==> src/rtl/chacha20_stream_cipher_top_assert.svh <==
// assertion macros shared by the cipher rtl
`ifndef CHACHA20_STREAM_CIPHER_TOP_ASSERT_SVH
`define CHACHA20_STREAM_CIPHER_TOP_ASSERT_SVH

// property that must hold on every clock edge out of reset
`define CC_ASSERT(label, prop, msg) \
	label: assert property (@(posedge clk) disable iff (!arst_n) (prop)) else $error(msg);

// implication checked in the cycle after the condition
`define CC_ASSERT_NEXT(label, cond, prop, msg) \
	label: assert property (@(posedge clk) disable iff (!arst_n) (cond) |=> (prop)) \
		else $error(msg);

`endif

==> src/rtl/cc20_pkg.sv <==
`default_nettype none
package cc20_pkg;
	localparam int unsigned DoubleRounds = 10;
	localparam int unsigned BytesPerItem = 8;
	localparam int unsigned QueueDepth = 2;

	localparam logic [2:0] RegKey0 = 3'd0;
	localparam logic [2:0] RegKey1 = 3'd1;
	localparam logic [2:0] RegKey2 = 3'd2;
	localparam logic [2:0] RegKey3 = 3'd3;
	localparam logic [2:0] RegNonce = 3'd4;
	localparam logic [2:0] RegStart = 3'd5;

	localparam logic [31:0] Sigma0 = 32'h61707865;
	localparam logic [31:0] Sigma1 = 32'h3320646e;
	localparam logic [31:0] Sigma2 = 32'h79622d32;
	localparam logic [31:0] Sigma3 = 32'h6b206574;

	typedef struct packed {
		logic [63:0] data_in;
		logic [3:0]  byte_count;
		logic        first;
	} in_item_t;

	typedef struct packed {
		logic [63:0] data_out;
		logic [3:0]  valid_bytes;
	} out_item_t;

	// classified item handed from front to back
	typedef struct packed {
		logic [63:0] data;
		logic [3:0]  count;
		logic        first;
	} work_t;

	typedef logic [15:0][31:0] state_t;

	typedef struct packed {
		logic [255:0] key;
		logic [63:0]  nonce;
		logic [63:0]  start;
	} cfg_t;

	function automatic logic [31:0] rotl(input logic [31:0] v, input int unsigned n);
		rotl = (v << n) | (v >> (32 - n));
	endfunction

	function automatic logic [127:0] qr(input logic [31:0] a_i, input logic [31:0] b_i,
			input logic [31:0] c_i, input logic [31:0] d_i);
		logic [31:0] a, b, c, d;
		a = a_i; b = b_i; c = c_i; d = d_i;
		a = a + b; d = rotl(d ^ a, 16);
		c = c + d; b = rotl(b ^ c, 12);
		a = a + b; d = rotl(d ^ a, 8);
		c = c + d; b = rotl(b ^ c, 7);
		qr = {a, b, c, d};
	endfunction
endpackage
`default_nettype wire

==> src/rtl/cc20_front.sv <==
`default_nettype none
module cc20_front #(
	parameter int unsigned BYTES_PER_ITEM = cc20_pkg::BytesPerItem,
	parameter int unsigned QUEUE_DEPTH = cc20_pkg::QueueDepth
) (
	input  wire              clk,
	input  wire              arst_n,
	input  wire              in_valid,
	output logic             in_stall,
	input  cc20_pkg::in_item_t in_item,
	output logic             q_valid,
	input  wire              q_pop,
	output cc20_pkg::work_t  q_head
);
	import cc20_pkg::*;
	localparam int unsigned AW = (QUEUE_DEPTH > 1) ? $clog2(QUEUE_DEPTH) : 1;

	work_t mem_q [QUEUE_DEPTH];
	logic [AW-1:0] wr_q, rd_q;
	logic [AW:0] cnt_q;
	logic push;
	work_t cls;

	// saturate byte count into 1..BYTES_PER_ITEM
	always_comb begin
		cls.data = in_item.data_in;
		cls.first = in_item.first;
		if (in_item.byte_count == 4'd0)
			cls.count = 4'd1;
		else if (in_item.byte_count > 4'(BYTES_PER_ITEM))
			cls.count = 4'(BYTES_PER_ITEM);
		else
			cls.count = in_item.byte_count;
	end

	assign in_stall = (cnt_q == (AW+1)'(QUEUE_DEPTH));
	assign push = in_valid && !in_stall;
	assign q_valid = (cnt_q != '0);
	assign q_head = mem_q[rd_q];

	always_ff @(posedge clk) begin
		if (push)
			mem_q[wr_q] <= cls;
	end

	always_ff @(posedge clk or negedge arst_n) begin
		if (!arst_n) begin
			wr_q <= '0;
			rd_q <= '0;
			cnt_q <= '0;
		end else begin
			if (push)
				wr_q <= (wr_q == AW'(QUEUE_DEPTH-1)) ? '0 : wr_q + 1'b1;
			if (q_pop)
				rd_q <= (rd_q == AW'(QUEUE_DEPTH-1)) ? '0 : rd_q + 1'b1;
			cnt_q <= cnt_q + (AW+1)'(push) - (AW+1)'(q_pop);
		end
	end

	`include "chacha20_stream_cipher_top_assert.svh"
	`CC_ASSERT(a_no_pop_empty, !(q_pop && !q_valid), "pop from empty queue")
	`CC_ASSERT(a_cnt_bound, cnt_q <= (AW+1)'(QUEUE_DEPTH), "queue count overflow")
	`CC_ASSERT_NEXT(a_push_fills, push && !q_pop, cnt_q == $past(cnt_q) + 1'b1,
		"queue count did not rise on push")
endmodule
`default_nettype wire

==> config.mk <==
export PLATFORM = sky130hd
export DESIGN_NAME = cc20_front
export DESIGN_NICKNAME = d
export VERILOG_FILES = /design/src/rtl/cc20_pkg.sv /design/src/rtl/cc20_front.sv
export VERILOG_INCLUDE_DIRS = /design/src /design/src/rtl
export SDC_FILE = /design/constraint.sdc
export NUM_CORES = 1
export LEC_CHECK = 0
export ABC_AREA = 1
export BUFFER_PORTS_ARGS = -buffer_cell sky130_fd_sc_hd__buf_4
export CAP_MARGIN = 20
export CORE_UTILIZATION = 50
export DETAILED_ROUTE_END_ITERATION = 8
export GPL_ROUTABILITY_DRIVEN = 0
export PLACE_DENSITY = 0.79
export SLEW_MARGIN = 20
export SYNTH_ARGS = -nofsm -noshare
export SYNTH_HDL_FRONTEND = slang
export SYNTH_SLANG_ARGS = --single-unit
==> constraint.sdc <==
create_clock -name clk -period 4.45 [get_ports clk]
set_input_delay 0.6675 -clock clk [delete_from_list [all_inputs] [get_ports clk]]
set_output_delay 0.6675 -clock clk [all_outputs]
set_load 0.01 [all_outputs]
Word level (Yosys, flattened, before mapping)
Memories as Yosys holds them, arrays and structs flattened. Index checks and enable logic that the tools add are counted.

Reduce and logical (&&, ||, !) cells: 4. Equal/unequal tests: 1. $lt $le $gt $ge: 1. $add $sub $neg: 4. Muxes and demuxes: 6.

Operator list (number): $mux 4 (2); $gt 4x4->1 const B (1); $logic_not 4->1 (1); $mux 1 (4); $add 1x1->1 const B (2); $add 2x1->2 (1); $eq 2x2->1 const B (1); $reduce_bool 2->1 (1); $sub 2x1->2 (1); $logic_and 1x1->1 (1); $logic_not 1->1 (1).

Flip-flop bits (word level): 4. RAM bits: 138. Memories: 1. Output and inout bits: 71. Logic and storage cells: 20. Input port bits: 73.

Memory list: mem_q (depth 2, bits a word 69, rd ports 1, clocked after memory_dff 0, write ports 1, line cc20_front.sv:18) `work_t mem_q [QUEUE_DEPTH];`.

Depth between registers and ports, before layout
Gate-level depths: netlist (run 1).

Word-level depth: 5. Depth in mapped cells: 9. Mapped depth without buffers: 9.

Worst setup path before layout (run 1)
Ideal clock, no wire load.

Path kind: input port to flip-flop. Start: input port in_valid. End: memory mem_q[1][0] in the netlist's numbering, enable pin. Library setup time: 0.496 ns. Slack: 0.321 ns. Cell stages on the path: 2. Data arrival time: 3.633 ns. Buffers on the path: 0. Required time: 3.954 ns. Cells stage by stage: nand2_1 > nor2_1.

Word-level cells in the longest chain between the ends: 3.

Ends and longest elaborated chain: start: declaration (line cc20_front.sv:8) `input wire in_valid,`; $logic_and 1x1->1 (line cc20_front.sv:37) `assign push = in_valid && !in_stall;`; $mux 1 (line cc20_front.sv:42) `if (push)`; $mux 1 (implied by the code) (line cc20_front.sv:43) `mem_q[wr_q] <= cls;`; end: declaration (line cc20_front.sv:18).

Every way passes these cells.

==> results of run 1 <==
-- state kept, by name, summed over array words and instances (netlist names) --
name   cells
mem_q    138
cnt_q      2
rd_q       1
wr_q       1
-- through the flow --
step / power (W) / utilization / instance area (sq um) / std cells / hold slack [ns]
2_1_floorplan: 0.002712 / - / 5363 / 397 / 0.3719
5_1_grt: 0.004996 / 0.6894 / 7149 / 696 / 0.3150
3_3_place_gp: 0.003351 / 0.6293 / 6526 / 662 / 0.4535
3_5_place_dp: 0.003395 / 0.6293 / 6526 / 662 / 0.4671
6_report: 0.004748 / 0.6894 / 7149 / 696 / 0.3425
4_1_cts: 0.004775 / 0.6868 / 7122 / 695 / 0.3168
-- cell usage in the layout (no fill, tap or decap) --
cell type and n:
clkinv_2 3, clkbuf_16 16, nand3_1 2, inv_6 2, dfrtp_4 1, clkinv_1 1
dlygate4sd3_1 1, bufinv_16 3, xor2_1 1, ha_1 2, clkbuf_8 1, buf_16 1
o21ai_1 5, clkbuf_1 1, clkinvlp_4 2, nand2_1 80, o21ai_0 64, clkinv_4 3
buf_4 145, edfxtp_1 138, inv_1 80, inv_2 1, o21bai_1 1, nor2_1 2
dfrtp_1 3, nor2_4 1
-- power by group --
part	leakage (nW)	internal (W)	switching, W
Sequential	1.33	0.00183	0.000141
Clock	0.283	0.000854	0.000522
Combinational	1.46	0.000612	0.000787
Total	3.07	0.00330	0.00145
-- routing by layer --
metal | up-vias | global-route usage | wire (um)
met4 | 0 | 0.07639 | 68
met3 | 7 | 0.05813 | 666
li1 | 1625 | - | -
met1 | 1531 | 0.2248 | 4139
met5 | - | 0 | 0
met2 | 111 | 0.2979 | 5041
-- worst paths after layout --
path                                    start                      to  cells past startpoint
max in group asynchronous              arst_n        rd_q$_DFFE_PN0P_                      2
max                          rd_q$_DFFE_PN0P_              q_head[49]                      4
max reg2reg                cnt_q[1]$_DFF_PN0_   mem_q[0][4]$_DFFE_PP_                      4
min reg2reg                  wr_q$_DFFE_PN0P_        wr_q$_DFFE_PN0P_                      2
min                               in_item[51]  mem_q[1][51]$_DFFE_PP_                      1
min in group asynchronous              arst_n        wr_q$_DFFE_PN0P_                      2
-- cell type report --
| cell class | instances | area [sq um] |
|---|---|---|
| Clock buffer | 18 | 417.9 |
| Timing Repair Buffer | 147 | 1126 |
| Clock inverter | 14 | 167.7 |
| Fill cell | 732 | 3221 |
| Inverter | 81 | 304.0 |
| Multi-Input combinational cell | 158 | 715.7 |
| Tap cell | 136 | 170.2 |
| Sequential cell | 142 | 4248 |
-- logic make-up (layout without fill, tap and decap cells) --
kind of cell    Yosys count  after routing
flops                   142            142
xor+xnor                  1              1
fa+ha+maj                 2              2
simple gates             85             85
buf+inv                  97            260
compound gates           70             70
==> flow_summary_export.csv, run 1 <==
group,metric,value,unit
status,status,"complete, no violations",
cts,cts.clk_slew.worst_paths,0.06,ns
sta,rsz0062_at_grt,"no",
setup_path,arrival,2.00,ns
sta,skew,0.007041,ns
logic_synthesis,synthAdderAreaFrac,0.004666,
logic_synthesis,async_flop_share,0.02817,
sta,period_needed,2.672,ns
cells_and_area,nets,622,
detailed_routing,wl_per_cell,14.25,um
setup_path,critPathCaptureType,"primary output",
cells_and_area,drive_gt1_frac,0.3196,
setup_path,cp_cell_sequence,"buf_16 -> nand2_1 -> o21ai_0 -> buf_4",
detailed_routing,ant_nets,0,
grt,grt_pass1_vias,3117,
cts,cts_sinks,142,
detailed_routing,drt-total-wl,9916,um
sta,slew_headroom,0.3741,
sta,setup_violations,0,
sta,max_slew.worst_pin.slew,0.9389,ns
floorplanning,core,10370,sq um
logic_synthesis,netlist_area,5363,sq um
logic_synthesis,synth_nets,472,
detailed_routing,via_count,3274,
setup_path,cp_max_fo,83,
power_and_ir_drop,ir_worst_vdd,0.0008783,V
cts,htreeDepth,4,
cts,cts_buffers,17,
logic_synthesis,synth_top_flop_cell,"edfxtp_1",
cts,clock-root-buffer,"clkbuf_8",
setup_path,slowest_delay,0.77,ns
grt,gr-total-overflow,0,
run,cap_violations,0,
placed_design,place_ws,1.962,ns
setup_path,rrSetupSlack,2.31,ns
floorplanning,die_x,105.6,um
setup_path,cp-start-kind,"flop",
sta,hold_viol_final,0,
detailed_routing,via_per_inst,4.704,
logic_synthesis,ys_seq_elements,142,
floorplanning,num_rows,37,
sta,finalCritPeriodShare,0.6006,
logic_synthesis,syn_avg_cell_area,13.51,sq um
setup_path,crit_required,3.78,ns
setup_path,cp_slowest_cell,"dfrtp_4",
cts,cts_tree,"built",
sta,drv_slew,0,
detailed_routing,drc_errors,0,
logic_synthesis,synth_area_leaders,"edfxtp_1 (77%), o21ai_0 (6.0%), inv_1 (5.7%)",
sta,fmaxAchievable,374.2,MHz
grt,antenna_found_initial,0,
placed_design,portBuffers,143,
floorplanning,ioPinCount,144,
setup_path,crit_type,"flop to primary output",
power_and_ir_drop,power.density,664.1,nW/um^2
logic_synthesis,yosysUniqueCellTypes,15,
grt,grt_usage,0.1822,
logic_synthesis,synth_top_family_by_area,"buffers and inverters",
detailed_routing,dr.pass1.iters,4,
cts,cts_buffer_depth,2,
sta,layout_setup_ws,1.778,ns
cells_and_area,diodes,0,
logic_synthesis,synth_mux_area_frac,0,
logic_synthesis,syn_inst,397,
cells_and_area,syn_to_final_growth,33.32,%
logic_synthesis,synth.top_cell.area_share,0.7727,
logic_synthesis,synthXorXnorAreaFrac,0.001633,
power_and_ir_drop,cellLeakagePower,3.073,nW
logic_synthesis,synth_edf_count,138,
setup_path,cp_num_buf_inv,2,
setup_path,critPathTopFamily,"flip-flops",
grt,grt_pass1_wl,14930,um
sta,fin_tns_setup,0,ns
logic_synthesis,synth_simple_gate_area_share,0.05996,
logic_synthesis,ys_warn_count,0,
min_path,hold_class,"input port to flop",
logic_synthesis,yosys.area.top_type,"edfxtp_1",
logic_synthesis,seq_area_frac_synth,0.7914,
cts,post_cts_resized,0,
cts,ctsHoldBuffers,1,
cts,clkLatencyLatePin,0.50,ns
detailed_routing,initialDrtViolationCount,197,
grt,grt_start_max_net_pins,140,
logic_synthesis,synthTopCellsByCount,"edfxtp_1 (138), inv_1 (81), nand2_1 (80)",
logic_synthesis,yosysMostFrequentCell,"edfxtp_1",
cts,cts_setup_buffers,0,
floorplanning,initial_utilization,0.5171,
floorplanning,die_h,105.6,um
placed_design,post-dp-hpwl,6372,um
floorplanning,dieArea,11140,sq um
logic_synthesis,synth-compound-area-share,0.06580,
Power figures use the tool's default switching activity.
==> inputs of run 2 (changes only) <==
Settings changed: ABC_AREA 1 to 0, CORE_UTILIZATION 50 to 47, PLACE_DENSITY 0.79 to 0.78.
Clock period 4.45 ns to 2.4 ns, I/O delays scaled along.
==> flow_summary_export.csv, run 2 <==
group,metric,value,unit
sta,fmaxAchievable,487.3,MHz
logic_synthesis,synthAdderAreaFrac,0.004507,
setup_path,r2r_cells,4,
sta,fin_tns_setup,0,ns
logic_synthesis,syn_inst,238,
logic_synthesis,ys_seq_elements,142,
cts,clock-root-buffer,"clkbuf_16",
setup_path,crit_required,2.04,ns
detailed_routing,drc_errors,0,
setup_path,cp_num_buf_inv,2,
placed_design,post-dp-hpwl,5965,um
cts,cts_buffer_depth,2,
power_and_ir_drop,power.density,1227,nW/um^2
setup_path,crit_cells,3,
floorplanning,ioPinCount,144,
logic_synthesis,synth_nets,313,
cts,cts_tree,"built",
cts,cts_sinks,142,
sta,period_needed,2.052,ns
sta,drv_slew,0,
logic_synthesis,synth-compound-area-share,0,
grt,grt_pass1_vias,2774,
grt,grt_start_max_net_pins,50,
cts,cts.clk_slew.worst_paths,0.05,ns
logic_synthesis,synthTopCellsByCount,"edfxtp_1 (138), mux2_4 (69), buf_12 (7)",
sta,rsz0062_at_grt,"no",
floorplanning,die_x,110.7,um
floorplanning,core,11470,sq um
cells_and_area,final_common_cell,"buf_4",
setup_path,cp_cell_sequence,"buf_4 -> mux2_4 -> buf_4",
detailed_routing,ant_nets,0,
logic_synthesis,netlist_area,5553,sq um
cells_and_area,top_regs,"mem_q x138, cnt_q x2",
cells_and_area,final_area,7258,sq um
setup_path,startpoint,"rd_q$_DFFE_PN0P_",
sta,finalCritPeriodShare,0.8550,
setup_path,rrSetupSlack,0.79,ns
logic_synthesis,syn_avg_cell_area,23.33,sq um
detailed_routing,wl_per_cell,16.09,um
logic_synthesis,synth_top_flop_cell,"edfxtp_1",
logic_synthesis,synthXorXnorAreaFrac,0.006309,
min_path,hold_class,"input port to flop",
placed_design,place_ws,0.7631,ns
setup_path,cp-start-kind,"flop",
cells_and_area,nets,473,
sta,layout_setup_ws,0.3479,ns
cells_and_area,diodes,0,
floorplanning,initial_utilization,0.4842,
setup_path,crit_end,"q_head[4]",
detailed_routing,dr.pass1.iters,4,
logic_synthesis,synth_top_family_by_area,"multiplexers",
setup_path,cp_slowest_cell,"dfrtp_4",
logic_synthesis,async_flop_share,0.02817,
setup_path,arrival,1.69,ns
power_and_ir_drop,ir_worst_vdd,0.0006922,V
setup_path,r2r_end,"mem_q[0][14]$_DFFE_PP_",
placed_design,place_area,6736,sq um
grt,antenna_found_initial,0,
floorplanning,dieArea,12250,sq um
setup_path,crit_top_cell,"buf_4",
status,status,"complete, no violations",
grt,grt_pass1_wl,13570,um
logic_synthesis,synth_edf_count,138,
setup_path,slowest_delay,0.42,ns
sta,hold_viol_final,0,
cells_and_area,syn_to_final_growth,30.71,%
logic_synthesis,seq_area_frac_synth,0.7643,
grt,grt_usage,0.1518,
run,cap_violations,0,
cts,htreeDepth,4,
cts,clkLatencyLatePin,0.41,ns
logic_synthesis,yosys.area.top_type,"edfxtp_1",
detailed_routing,via_per_inst,4.812,
setup_path,critPathTopFamily,"buffers and inverters",
cells_and_area,largest-register,"mem_q",
sta,skew,0.008699,ns
sta,slew_headroom,0.6387,
logic_synthesis,ys_warn_count,0,
logic_synthesis,synth_area_leaders,"edfxtp_1 (75%), mux2_4 (19%), buf_12 (2.5%)",
cells_and_area,mostFrequentLayoutCells,"buf_4 (147), edfxtp_1 (138), mux2_4 (69)",
setup_path,crit_type,"flop to primary output",
placed_design,portBuffers,143,
power_and_ir_drop,cellLeakagePower,2.936,nW
floorplanning,num_rows,39,
detailed_routing,drt-total-wl,8915,um
logic_synthesis,synth_mux_area_frac,0.1866,
logic_synthesis,yosysMostFrequentCell,"edfxtp_1",
detailed_routing,via_count,2666,
sta,max_slew.worst_pin.slew,0.5420,ns
logic_synthesis,yosysUniqueCellTypes,16,
setup_path,critPathCaptureType,"primary output",
cells_and_area,largest_reg_flops,138,
min_path,hp-start,"in_item[54]",
power_and_ir_drop,report.power.total,0.008902,W
cells_and_area,final_util,0.6330,
detailed_routing,initialDrtViolationCount,127,
setup_path,cp_max_fo,21,
logic_synthesis,synth.top_cell.area_share,0.7463,
cells_and_area,drive_gt1_frac,0.5912,
setup_path,r2r_start,"cnt_q[1]$_DFF_PN0_",
logic_synthesis,synth_simple_gate_area_share,0.009013,
floorplanning,die_h,110.7,um
cts,cts_buffers,17,
grt,gr-total-overflow,0,
sta,setup_violations,0,
-- run 2: cell types whose count changed in the layout (fill, tap and decap cells not counted), sizes merged, moves of 2 or more --
| cell | change |
|---|---|
| clkbuf | +10 |
| nand3 | -2 |
| inv | -81 |
| clkinv | -4 |
| buf | +3 |
| xnor2 | +3 |
| o21ai | -69 |
| bufinv | -2 |
| nor2b | +2 |
| nand2 | -79 |
| mux2 | +69 |
| clkinvlp | -2 |
-- run 2: worst min-delay path by stage --
stage | endpoint | slack (ns) | cells after the start
finish | mem_q[0][54]$_DFFE_PP_ | 0.13 | 1
global route | mem_q[1][21]$_DFFE_PP_ | 0.11 | 1
CTS | mem_q[0][54]$_DFFE_PP_ | 0.11 | 1
detailed placement | cnt_q[0]$_DFF_PN0_ | 0.16 | 1
global placement | cnt_q[1]$_DFF_PN0_ | 0.16 | 1
floorplan | cnt_q[0]$_DFF_PN0_ | 0.06 | 0
-- run 2: cell type report --
class                   count  area (sq um)
fillers                   808          4209
clock buffers              28         466.7
flip-flops and latches    142          4248
repair buffers            150          1154
well taps                 143         178.9
multi-input cells          85          1159
clock inverters             4         45.04
inverters                   2         7.507
-- run 2: repair_timing --
item / 4_1_cts / 5_1_grt
hold buffers: 1 / 0
gates resized for setup: 0 / 0
setup buffers: 0 / 0
hold endpoints to repair: 4 / 0
-- run 2: power by group --
group	total, W	switching (W)	internal, W
Combinational	0.00308	0.00136	0.00172
Clock	0.00227	0.000855	0.00142
Sequential	0.00355	0.000151	0.00340
Total	0.00890	0.00237	0.00654
-- run 2: logic make-up (layout without fill, tap and decap cells) --
kind of cell	after synthesis	in the layout
xor+xnor	4	4
simple gates	10	10
mux	69	69
fa+ha+maj	2	2
flops	142	142
buf+inv	11	184
-- run 2: per-stage QoR --
step,instances,hold slack (ns)
final,554,0.1335
after global routing,554,0.1116
after CTS,554,0.1117
after detailed placement,521,0.1604
after global placement,521,0.1593
after floorplan,238,0.06441
-- run 2: routing by layer --
layer  global-route usage  routed length [um]  vias to the layer above
met5                    0                   0                        -
met4              0.08000                 143                        0
met1               0.1620                3612                     1286
li1                     -                   -                     1255
met3              0.05905                 609                       13
met2               0.2592                4550                      112
